$ cat config.mk
export PLATFORM = sky130hd
export DESIGN_NAME = multilevel_queue_slot_dispatcher
export DESIGN_NICKNAME = d
export VERILOG_FILES = /design/src/design/mlqd_pkg.sv /design/src/design/multilevel_queue_slot_dispatcher.sv /design/src/design/mlqd_store.sv /design/src/design/mlqd_sched.sv /design/src/design/mlqd_out.sv
export SDC_FILE = /design/constraint.sdc
export NUM_CORES = 1
export LEC_CHECK = 0
export BUFFER_PORTS_ARGS = -buffer_cell sky130_fd_sc_hd__buf_2
export CORE_AREA = 10 10 347 349
export CTS_CLUSTER_DIAMETER = 50
export DETAILED_ROUTE_END_ITERATION = 8
export DIE_AREA = 0 0 357 359
export PLACE_DENSITY = 0.54
export SETUP_SLACK_MARGIN = 0.15
export SLEW_MARGIN = 40
export SYNTH_ARGS = -nofsm -noshare
export SYNTH_HDL_FRONTEND = slang
export SYNTH_HIERARCHICAL = 1
export SYNTH_SLANG_ARGS = --single-unit
$ cat constraint.sdc
create_clock -name clk -period 7.74 [get_ports clk]
set_input_delay 1.548 -clock clk [delete_from_list [all_inputs] [get_ports clk]]
set_output_delay 1.548 -clock clk [all_outputs]
set_load 0.01 [all_outputs]
$ cat src/design/mlqd_pkg.sv
package mlqd_pkg;

    localparam int LEVELS_DEF      = 4;
    localparam int QUEUE_DEPTH_DEF = 16;

    localparam int PID_W  = 16;
    localparam int PRIO_W = 2;
    localparam int CODE_W = 2;
    localparam int LVL_W  = 2;

    localparam logic OP_ENQUEUE  = 1'b0;
    localparam logic OP_DISPATCH = 1'b1;

    typedef enum logic [CODE_W-1:0] {
        RES_ENQUEUED   = 2'd0,
        RES_DROPPED    = 2'd1,
        RES_DISPATCHED = 2'd2,
        RES_EMPTY      = 2'd3
    } mlqd_code_t;

    typedef struct packed {
        mlqd_code_t       code;
        logic [LVL_W-1:0] level;
        logic             served;
    } mlqd_result_t;

endpackage

$ cat src/design/multilevel_queue_slot_dispatcher.sv
// multilevel queue slot dispatcher
// input stream (s_axis): one transfer per request. s_axis_tuser carries the
// operation (enqueue or dispatch), s_axis_tdata the process id and its level.
// output stream (m_axis): exactly one transfer per request, in request order.
// m_axis_tuser carries the result code, m_axis_tdata the served id and level.
// the level select, pointer update and process-id store read (one synchronous read
// port) share the transfer cycle; the result is then registered in the pending
// register and moves on to the output register when that has room.
// a new request is taken only once the previous one has left the pending register.
// stall: a held output keeps its result; one more request is still taken and
// parked, after which s_axis_tready stays low until the output moves.
// reset: all level queues empty, every slot budget at its round start value;
// the block is ready in the first cycle after reset release, no clearing pass.
module multilevel_queue_slot_dispatcher #(
    parameter int LEVELS      = mlqd_pkg::LEVELS_DEF,
    parameter int QUEUE_DEPTH = mlqd_pkg::QUEUE_DEPTH_DEF
) (
    input  logic        clk,
    input  logic        rst_n,
    input  logic        s_axis_tvalid,
    output logic        s_axis_tready,
    input  logic [23:0] s_axis_tdata,  // process_id, priority_req, zero pad
    input  logic        s_axis_tuser,  // op
    output logic        m_axis_tvalid,
    input  logic        m_axis_tready,
    output logic [23:0] m_axis_tdata,  // dispatched_id, dispatched_level, zero pad
    output logic [1:0]  m_axis_tuser   // result_code
);
    import mlqd_pkg::*;

    localparam int AW = $clog2(LEVELS * QUEUE_DEPTH);

    logic              accept;
    logic              mem_wr_en;
    logic              mem_rd_en;
    logic [AW-1:0]     mem_addr;
    logic [PID_W-1:0]  mem_wdata;
    logic [PID_W-1:0]  mem_rdata;
    mlqd_result_t      result;
    logic [PID_W-1:0]  out_id;
    logic [LVL_W-1:0]  out_level;

    assign accept = s_axis_tvalid && s_axis_tready;

    mlqd_sched #(
        .LEVELS      (LEVELS),
        .QUEUE_DEPTH (QUEUE_DEPTH)
    ) u_sched (
        .clk          (clk),
        .rst_n        (rst_n),
        .accept       (accept),
        .op           (s_axis_tuser),
        .process_id   (s_axis_tdata[15:0]),
        .priority_req (s_axis_tdata[17:16]),
        .mem_wr_en    (mem_wr_en),
        .mem_rd_en    (mem_rd_en),
        .mem_addr     (mem_addr),
        .mem_wdata    (mem_wdata),
        .result       (result)
    );

    mlqd_store #(
        .LEVELS      (LEVELS),
        .QUEUE_DEPTH (QUEUE_DEPTH)
    ) u_store (
        .clk   (clk),
        .wr_en (mem_wr_en),
        .rd_en (mem_rd_en),
        .addr  (mem_addr),
        .wdata (mem_wdata),
        .rdata (mem_rdata)
    );

    mlqd_out u_out (
        .clk       (clk),
        .rst_n     (rst_n),
        .accept    (accept),
        .result_in (result),
        .rd_data   (mem_rdata),
        .out_ready (m_axis_tready),
        .in_ready  (s_axis_tready),
        .out_valid (m_axis_tvalid),
        .out_code  (m_axis_tuser),
        .out_id    (out_id),
        .out_level (out_level)
    );

    assign m_axis_tdata = {6'b0, out_level, out_id};

endmodule

$ cat src/design/mlqd_store.sv
module mlqd_store #(
    parameter int LEVELS      = mlqd_pkg::LEVELS_DEF,
    parameter int QUEUE_DEPTH = mlqd_pkg::QUEUE_DEPTH_DEF,
    localparam int ENTRIES    = LEVELS * QUEUE_DEPTH,
    localparam int AW         = $clog2(ENTRIES)
) (
    input  logic                       clk,
    input  logic                       wr_en,
    input  logic                       rd_en,
    input  logic [AW-1:0]              addr,
    input  logic [mlqd_pkg::PID_W-1:0] wdata,
    output logic [mlqd_pkg::PID_W-1:0] rdata
);
    import mlqd_pkg::*;

    logic [PID_W-1:0] mem [ENTRIES];
    logic [PID_W-1:0] rdata_reg;

    always_ff @(posedge clk)
    begin
        if (wr_en)
        begin
            mem[addr] <= wdata;
        end
        if (rd_en)
        begin
            rdata_reg <= mem[addr];
        end
    end

    assign rdata = rdata_reg;

endmodule

$ cat src/design/mlqd_sched.sv
module mlqd_sched #(
    parameter int LEVELS      = mlqd_pkg::LEVELS_DEF,
    parameter int QUEUE_DEPTH = mlqd_pkg::QUEUE_DEPTH_DEF,
    localparam int AW         = $clog2(LEVELS * QUEUE_DEPTH)
) (
    input  logic                        clk,
    input  logic                        rst_n,
    input  logic                        accept,
    input  logic                        op,
    input  logic [mlqd_pkg::PID_W-1:0]  process_id,
    input  logic [mlqd_pkg::PRIO_W-1:0] priority_req,
    output logic                        mem_wr_en,
    output logic                        mem_rd_en,
    output logic [AW-1:0]               mem_addr,
    output logic [mlqd_pkg::PID_W-1:0]  mem_wdata,
    output mlqd_pkg::mlqd_result_t      result
);
    import mlqd_pkg::*;

    localparam int LW = $clog2(LEVELS);
    localparam int PW = $clog2(QUEUE_DEPTH);
    localparam int CW = $clog2(QUEUE_DEPTH + 1);
    localparam int BW = $clog2(LEVELS + 1);

    logic [PW-1:0] head_reg   [LEVELS];
    logic [PW-1:0] head_next  [LEVELS];
    logic [PW-1:0] tail_reg   [LEVELS];
    logic [PW-1:0] tail_next  [LEVELS];
    logic [CW-1:0] count_reg  [LEVELS];
    logic [CW-1:0] count_next [LEVELS];
    logic [BW-1:0] budget_reg [LEVELS];
    logic [BW-1:0] budget_next[LEVELS];
    logic [BW-1:0] budget_base[LEVELS];

    logic [LEVELS-1:0] qual;
    logic [LEVELS-1:0] nonempty;
    logic [LEVELS-1:0] left;
    logic [LW-1:0]     sel_qual;
    logic [LW-1:0]     sel_any;
    logic [LW-1:0]     sel;
    logic              hit_qual;
    logic              hit_any;
    logic [LW-1:0]     enq_lv;
    logic              prio_ok;
    logic              enq_ok;

    function automatic logic [BW-1:0] budget_init(input int lv);
        return BW'(LEVELS - lv);
    endfunction

    function automatic logic [PW-1:0] ptr_inc(input logic [PW-1:0] p);
        return (p == PW'(QUEUE_DEPTH - 1)) ? '0 : p + PW'(1);
    endfunction

    assign enq_lv  = LW'(priority_req);
    assign prio_ok = int'(priority_req) < LEVELS;
    assign enq_ok  = prio_ok && (count_reg[enq_lv] != CW'(QUEUE_DEPTH));

    // level select: lowest nonempty level with budget left wins, else lowest nonempty level
    always_comb
    begin
        sel_qual = '0;
        sel_any  = '0;
        for (int lv = LEVELS - 1; lv >= 0; lv--)
        begin
            nonempty[lv] = count_reg[lv] != '0;
            qual[lv]     = nonempty[lv] && (budget_reg[lv] != '0);
            if (qual[lv])
            begin
                sel_qual = LW'(lv);
            end
            if (nonempty[lv])
            begin
                sel_any = LW'(lv);
            end
        end
        hit_qual = |qual;
        hit_any  = |nonempty;
        sel      = hit_qual ? sel_qual : sel_any;
    end

    always_comb
    begin
        for (int lv = 0; lv < LEVELS; lv++)
        begin
            head_next[lv]   = head_reg[lv];
            tail_next[lv]   = tail_reg[lv];
            count_next[lv]  = count_reg[lv];
            budget_base[lv] = hit_qual ? budget_reg[lv] : budget_init(lv);
            budget_next[lv] = budget_reg[lv];
            left[lv]        = 1'b0;
        end
        mem_wr_en     = 1'b0;
        mem_rd_en     = 1'b0;
        mem_addr      = '0;
        mem_wdata     = process_id;
        result.code   = RES_DROPPED;
        result.level  = '0;
        result.served = 1'b0;

        if (op == OP_ENQUEUE)
        begin
            mem_addr = AW'(enq_lv) * AW'(QUEUE_DEPTH) + AW'(tail_reg[enq_lv]);
            if (enq_ok)
            begin
                mem_wr_en          = accept;
                tail_next[enq_lv]  = ptr_inc(tail_reg[enq_lv]);
                count_next[enq_lv] = count_reg[enq_lv] + CW'(1);
                result.code        = RES_ENQUEUED;
            end
        end
        else
        begin
            mem_addr = AW'(sel) * AW'(QUEUE_DEPTH) + AW'(head_reg[sel]);
            for (int lv = 0; lv < LEVELS; lv++)
            begin
                budget_next[lv] = budget_base[lv];
            end
            if (hit_any)
            begin
                mem_rd_en        = accept;
                head_next[sel]   = ptr_inc(head_reg[sel]);
                count_next[sel]  = count_reg[sel] - CW'(1);
                budget_next[sel] = budget_base[sel] - BW'(1);
                result.code      = RES_DISPATCHED;
                result.level     = LVL_W'(sel);
                result.served    = 1'b1;
            end
            else
            begin
                result.code = RES_EMPTY;
            end
            for (int lv = 0; lv < LEVELS; lv++)
            begin
                left[lv] = budget_next[lv] != '0;
            end
            // round over, start the next one
            if (!(|left))
            begin
                for (int lv = 0; lv < LEVELS; lv++)
                begin
                    budget_next[lv] = budget_init(lv);
                end
            end
        end
    end

    always_ff @(posedge clk or negedge rst_n)
    begin
        if (!rst_n)
        begin
            for (int lv = 0; lv < LEVELS; lv++)
            begin
                head_reg[lv]   <= '0;
                tail_reg[lv]   <= '0;
                count_reg[lv]  <= '0;
                budget_reg[lv] <= budget_init(lv);
            end
        end
        else if (accept)
        begin
            head_reg   <= head_next;
            tail_reg   <= tail_next;
            count_reg  <= count_next;
            budget_reg <= budget_next;
        end
    end

    logic [LEVELS-1:0] budget_live;
    logic [LEVELS-1:0] count_ok;

    always_comb
    begin
        for (int lv = 0; lv < LEVELS; lv++)
        begin
            budget_live[lv] = budget_reg[lv] != '0;
            count_ok[lv]    = count_reg[lv] <= CW'(QUEUE_DEPTH);
        end
    end

    a_budget_never_exhausted: assert property (@(posedge clk) disable iff (!rst_n)
        |budget_live)
        else $error("all slot budgets zero between items");

    a_mem_port_exclusive: assert property (@(posedge clk) disable iff (!rst_n)
        !(mem_wr_en && mem_rd_en))
        else $error("store written and read for one item");

    a_count_bounded: assert property (@(posedge clk) disable iff (!rst_n)
        &count_ok)
        else $error("level occupancy above queue depth");

    a_dispatch_moves_head: assert property (@(posedge clk) disable iff (!rst_n)
        (accept && mem_rd_en) |=> (head_reg[$past(sel)] != $past(head_reg[sel])))
        else $error("dispatch left head pointer in place");

endmodule

$ cat src/design/mlqd_out.sv
module mlqd_out (
    input  logic                          clk,
    input  logic                          rst_n,
    input  logic                          accept,
    input  mlqd_pkg::mlqd_result_t        result_in,
    input  logic [mlqd_pkg::PID_W-1:0]    rd_data,
    input  logic                          out_ready,
    output logic                          in_ready,
    output logic                          out_valid,
    output logic [mlqd_pkg::CODE_W-1:0]   out_code,
    output logic [mlqd_pkg::PID_W-1:0]    out_id,
    output logic [mlqd_pkg::LVL_W-1:0]    out_level
);
    import mlqd_pkg::*;

    logic         pend_valid_reg;
    logic         pend_valid_next;
    mlqd_result_t pend_reg;
    logic         out_valid_reg;
    logic         out_valid_next;
    logic [CODE_W-1:0] out_code_reg;
    logic [PID_W-1:0]  out_id_reg;
    logic [LVL_W-1:0]  out_level_reg;
    logic         move;

    // pending item holds its result beside the registered store read until the output has room
    assign move     = pend_valid_reg && (!out_valid_reg || out_ready);
    assign in_ready = !pend_valid_reg;

    always_comb
    begin
        pend_valid_next = pend_valid_reg;
        if (accept)
        begin
            pend_valid_next = 1'b1;
        end
        else if (move)
        begin
            pend_valid_next = 1'b0;
        end
        out_valid_next = out_valid_reg;
        if (move)
        begin
            out_valid_next = 1'b1;
        end
        else if (out_ready)
        begin
            out_valid_next = 1'b0;
        end
    end

    always_ff @(posedge clk or negedge rst_n)
    begin
        if (!rst_n)
        begin
            pend_valid_reg <= 1'b0;
            out_valid_reg  <= 1'b0;
        end
        else
        begin
            pend_valid_reg <= pend_valid_next;
            out_valid_reg  <= out_valid_next;
        end
    end

    always_ff @(posedge clk)
    begin
        if (accept)
        begin
            pend_reg <= result_in;
        end
        if (move)
        begin
            out_code_reg  <= pend_reg.code;
            out_level_reg <= pend_reg.level;
            out_id_reg    <= pend_reg.served ? rd_data : '0;
        end
    end

    assign out_valid = out_valid_reg;
    assign out_code  = out_code_reg;
    assign out_id    = out_id_reg;
    assign out_level = out_level_reg;

endmodule
==> results.cfg <==
[die]
dieArea_sq_um = 128000
die_h_um = 359
die_x_um = 357
initial_core_util = 0.396
coreArea_sq_um = 114000
io_pins = 57
core.rowCount = 124

[drt]
wl_met2_mm = 59.7
wl_met1_mm = 52.6
vias_per_cell = 5.89
top_layer = met5
drc = 0
vias = 26752
wl_per_cell_um = 27.9
dr_wl_met3_mm = 10.6
drtPass1Iterations = 6
wl_mm = 127
drtIter0Drc = 2907
ant_nets = 0

[critical_path]
slowest_delay_ns = 0.82
critical-path-slowest-cell = nor2_1
crit_chain = nor4_2 > a21oi_1 > nor4_4 > o21ai_2 > a22o_1 > nand3_1 > mux2_4 > nor2b_4 > nand2_1 > nor2_1 > buf_4
path_class = reg -> reg
critPathMaxFanout = 29
cp-end-kind = flip-flop
cp.arrival_ns = 6.80
worst_setup_path_start_kind = flip-flop
crit_family = simple AND/OR/NAND/NOR gates
cp_data_required_time_ns = 8.14
path_buf_inv = 1

[sta]
rsz0062_at_grt = no
clock_skew_ns = 0.0345
fin_crit_ns = 6.40
max_freq_mhz = 156
slew_violations = 0
finalSetupTns_ns = 0
slew_headroom = 0.423
timing.final.ws_setup_ns = 1.34
setup_viol = 0
post-route-period-util = 0.827
hold_viol = 0
tightest_slew_ns = 0.865

[place]
place_area_sq_um = 47500
place.gp.congestion = 0.852
pre_cts_slack_ns = 1.51
place_inst = 4317
io_buffers = 44
dp_hpwl_mm = 78.2

[power]
ir_drop_uv = 250
power.internal_mw = 13.6
power_density_nw_per_um2 = 444
power.switching_mw = 9.27
leakagePower_nw = 16.7
pwr-share-clk = 0.252
seqPwrFrac = 0.317
switching_share = 0.405
p_comb_frac = 0.431

[layout]
finalNonFillerCells = 4545
nFillCells = 9865
stdcell_area_sq_um = 51600
largest_reg_flops = 1024
fin_util = 0.454
nets = 2965
antenna_cells = 0
drive_gt1_frac = 0.168
syn_to_final_growth_pct = 14.6

[logic_synthesis]
yosysWarnings = 6
synth_commonest_cells = edfxtp_1 (1065), a22oi_1 (196), nor2_1 (195)
syn_area_per_cell_sq_um = 16.0
synth_area_sq_um = 45000
synthTopCellsByArea = edfxtp_1 (71%), mux2i_1 (3.6%), dfrtp_1 (3.4%)
yosysSeqAreaShare = 0.748
synth.most_common_cell = edfxtp_1
synth_edf_count = 1065
ys_ff_latch = 1131
syn_inst = 2803
ys.flop_type = edfxtp_1
synth_top_area_frac = 0.711
synth_top_area_cell = edfxtp_1
synthArstFlopShare = 0.0584
synth.distinct_cells = 80

[global_routing]
grt_usage = 0.193
grt-ovfl-total = 0
grt_antenna_before_repair = 7
grt_pass1_vias = 26404
grt_pass1_wl_mm = 185
grt_max_degree = 72

[clock_tree]
cts_tree = done
post-cts-setup-buffers = 0
cts_sinks = 1131
ctsRootBufferMaster = clkbuf_16
cts_inserted_buffers = 121
postCtsHoldBufs = 0
clk_latency_ns = 0.72
cts.htree.levels = 3
clkTransAtPathRegs_ns = 0.06
clk_path_buf_depth = 3
cts_resized = 0

[worst_hold_path]
hold_class = reg -> reg

[status]
outcome = completed

[run]
drv_cap = 0
## stage by stage
stage / hold slack, ns / power (mW)
finish: 0.425 / 22.9
detailed placement: 0.407 / 17.1
global placement: 0.406 / 16.9
global route: 0.437 / 23.9
floorplan: 0.400 / 13.4
CTS: 0.422 / 22.9
## area by class of cell
| type | instances | area, sq um | area share |
|---|---|---|---|
| tap | 1512 | 1890 | 0.0367 |
| clock buffer | 140 | 3120 | 0.0605 |
| sequential | 1131 | 33600 | 0.652 |
| clock inverter | 86 | 875 | 0.0170 |
| timing repair buffer | 206 | 1620 | 0.0314 |
| inverter | 12 | 45.0 | 0.000874 |
| multi-input combinational | 1458 | 10400 | 0.201 |
## per-layer routing
metal / vias to the layer above / track usage
met1: 13735 / 0.264
met4: 4 / 0.0648
met3: 218 / 0.0381
li1: 11585 / -
met5: - / 0
met2: 1210 / 0.307
## logic make-up after synthesis
family,Yosys count,synth area share
compound gates,749,0.121
xor+xnor,10,0.00195
fa+ha+maj,6,0.00167
buf+inv,219,0.0251
flops,1131,0.748
mux,216,0.0533
other cells,1,0.0000834
simple gates,471,0.0487
## worst register-to-register path, stage by stage, from the launching register on
cell     delay, ns
dfrtp_1       0.44
nor4_2        0.62
a21oi_1       0.37
nor4_4        0.58
o21ai_2       0.31
a22o_1        0.31
nand3_1       0.18
mux2_4        0.66
nor2b_4       0.79
nand2_1       0.64
nor2_1        0.83
buf_4         0.36
## cell usage in the layout, fill, tap and decap left out, types with 8 or more instances in the layout
cell type / synthesis / final
a2111oi_0: 8 / 8
a211oi_1: 20 / 20
a21oi_1: 97 / 97
a221oi_1: 106 / 106
a222oi_1: 9 / 9
a22o_1: 30 / 30
a22oi_1: 196 / 196
a31oi_1: 31 / 31
and2_1: 14 / 11
and2_2: 12 / 14
buf_12: 0 / 8
buf_2: 64 / 43
buf_4: 41 / 149
bufinv_16: 0 / 13
clkbuf_1: 78 / 18
clkbuf_16: 0 / 122
clkinv_1: 0 / 21
clkinv_2: 0 / 20
clkinvlp_4: 0 / 14
dfrtp_1: 61 / 61
edfxtp_1: 1065 / 1065
inv_1: 11 / 11
inv_6: 0 / 8
mux2_2: 38 / 36
mux2i_1: 162 / 162
mux4_2: 15 / 15
nand2_1: 117 / 116
nand2b_1: 9 / 8
nand3_1: 25 / 24
nand4_1: 13 / 13
nor2_1: 195 / 191
nor3_1: 24 / 23
o211a_1: 8 / 8
o21ai_0: 67 / 64
o21ai_1: 7 / 8
o221ai_1: 24 / 24
o22a_1: 28 / 28
o22ai_1: 65 / 65
or4_1: 10 / 10
## power by group through the flow
stage                     logic (mW)  registers [mW]  clock network (mW)
after global routing            10.5            7.28                6.13
after floorplan                 6.13            7.28                   0
after detailed placement        9.71            7.38                   0
after CTS                       9.75            7.26                5.87
after global placement          9.55            7.37                   0
final                           9.87            7.26                5.76
## worst paths after layout
kind                       cells past startpoint            startpoint  slack (ns)               endpoint
max                                           11  u_sched/count_reg[5]        1.34    u_store/mem[33][11]
min                                            0     u_out/pend_reg[4]        0.42      u_out/out_code[1]
max reg2reg                                   11  u_sched/count_reg[5]        1.34    u_store/mem[33][11]
min reg2reg                                    0     u_out/pend_reg[4]        0.42      u_out/out_code[1]
max in group asynchronous                      2                 rst_n        6.31  u_sched/budget_reg[1]
min in group asynchronous                      2                 rst_n        0.93   u_sched/tail_reg[15]
No activity file was read; power rests on OpenSTA's default activity.
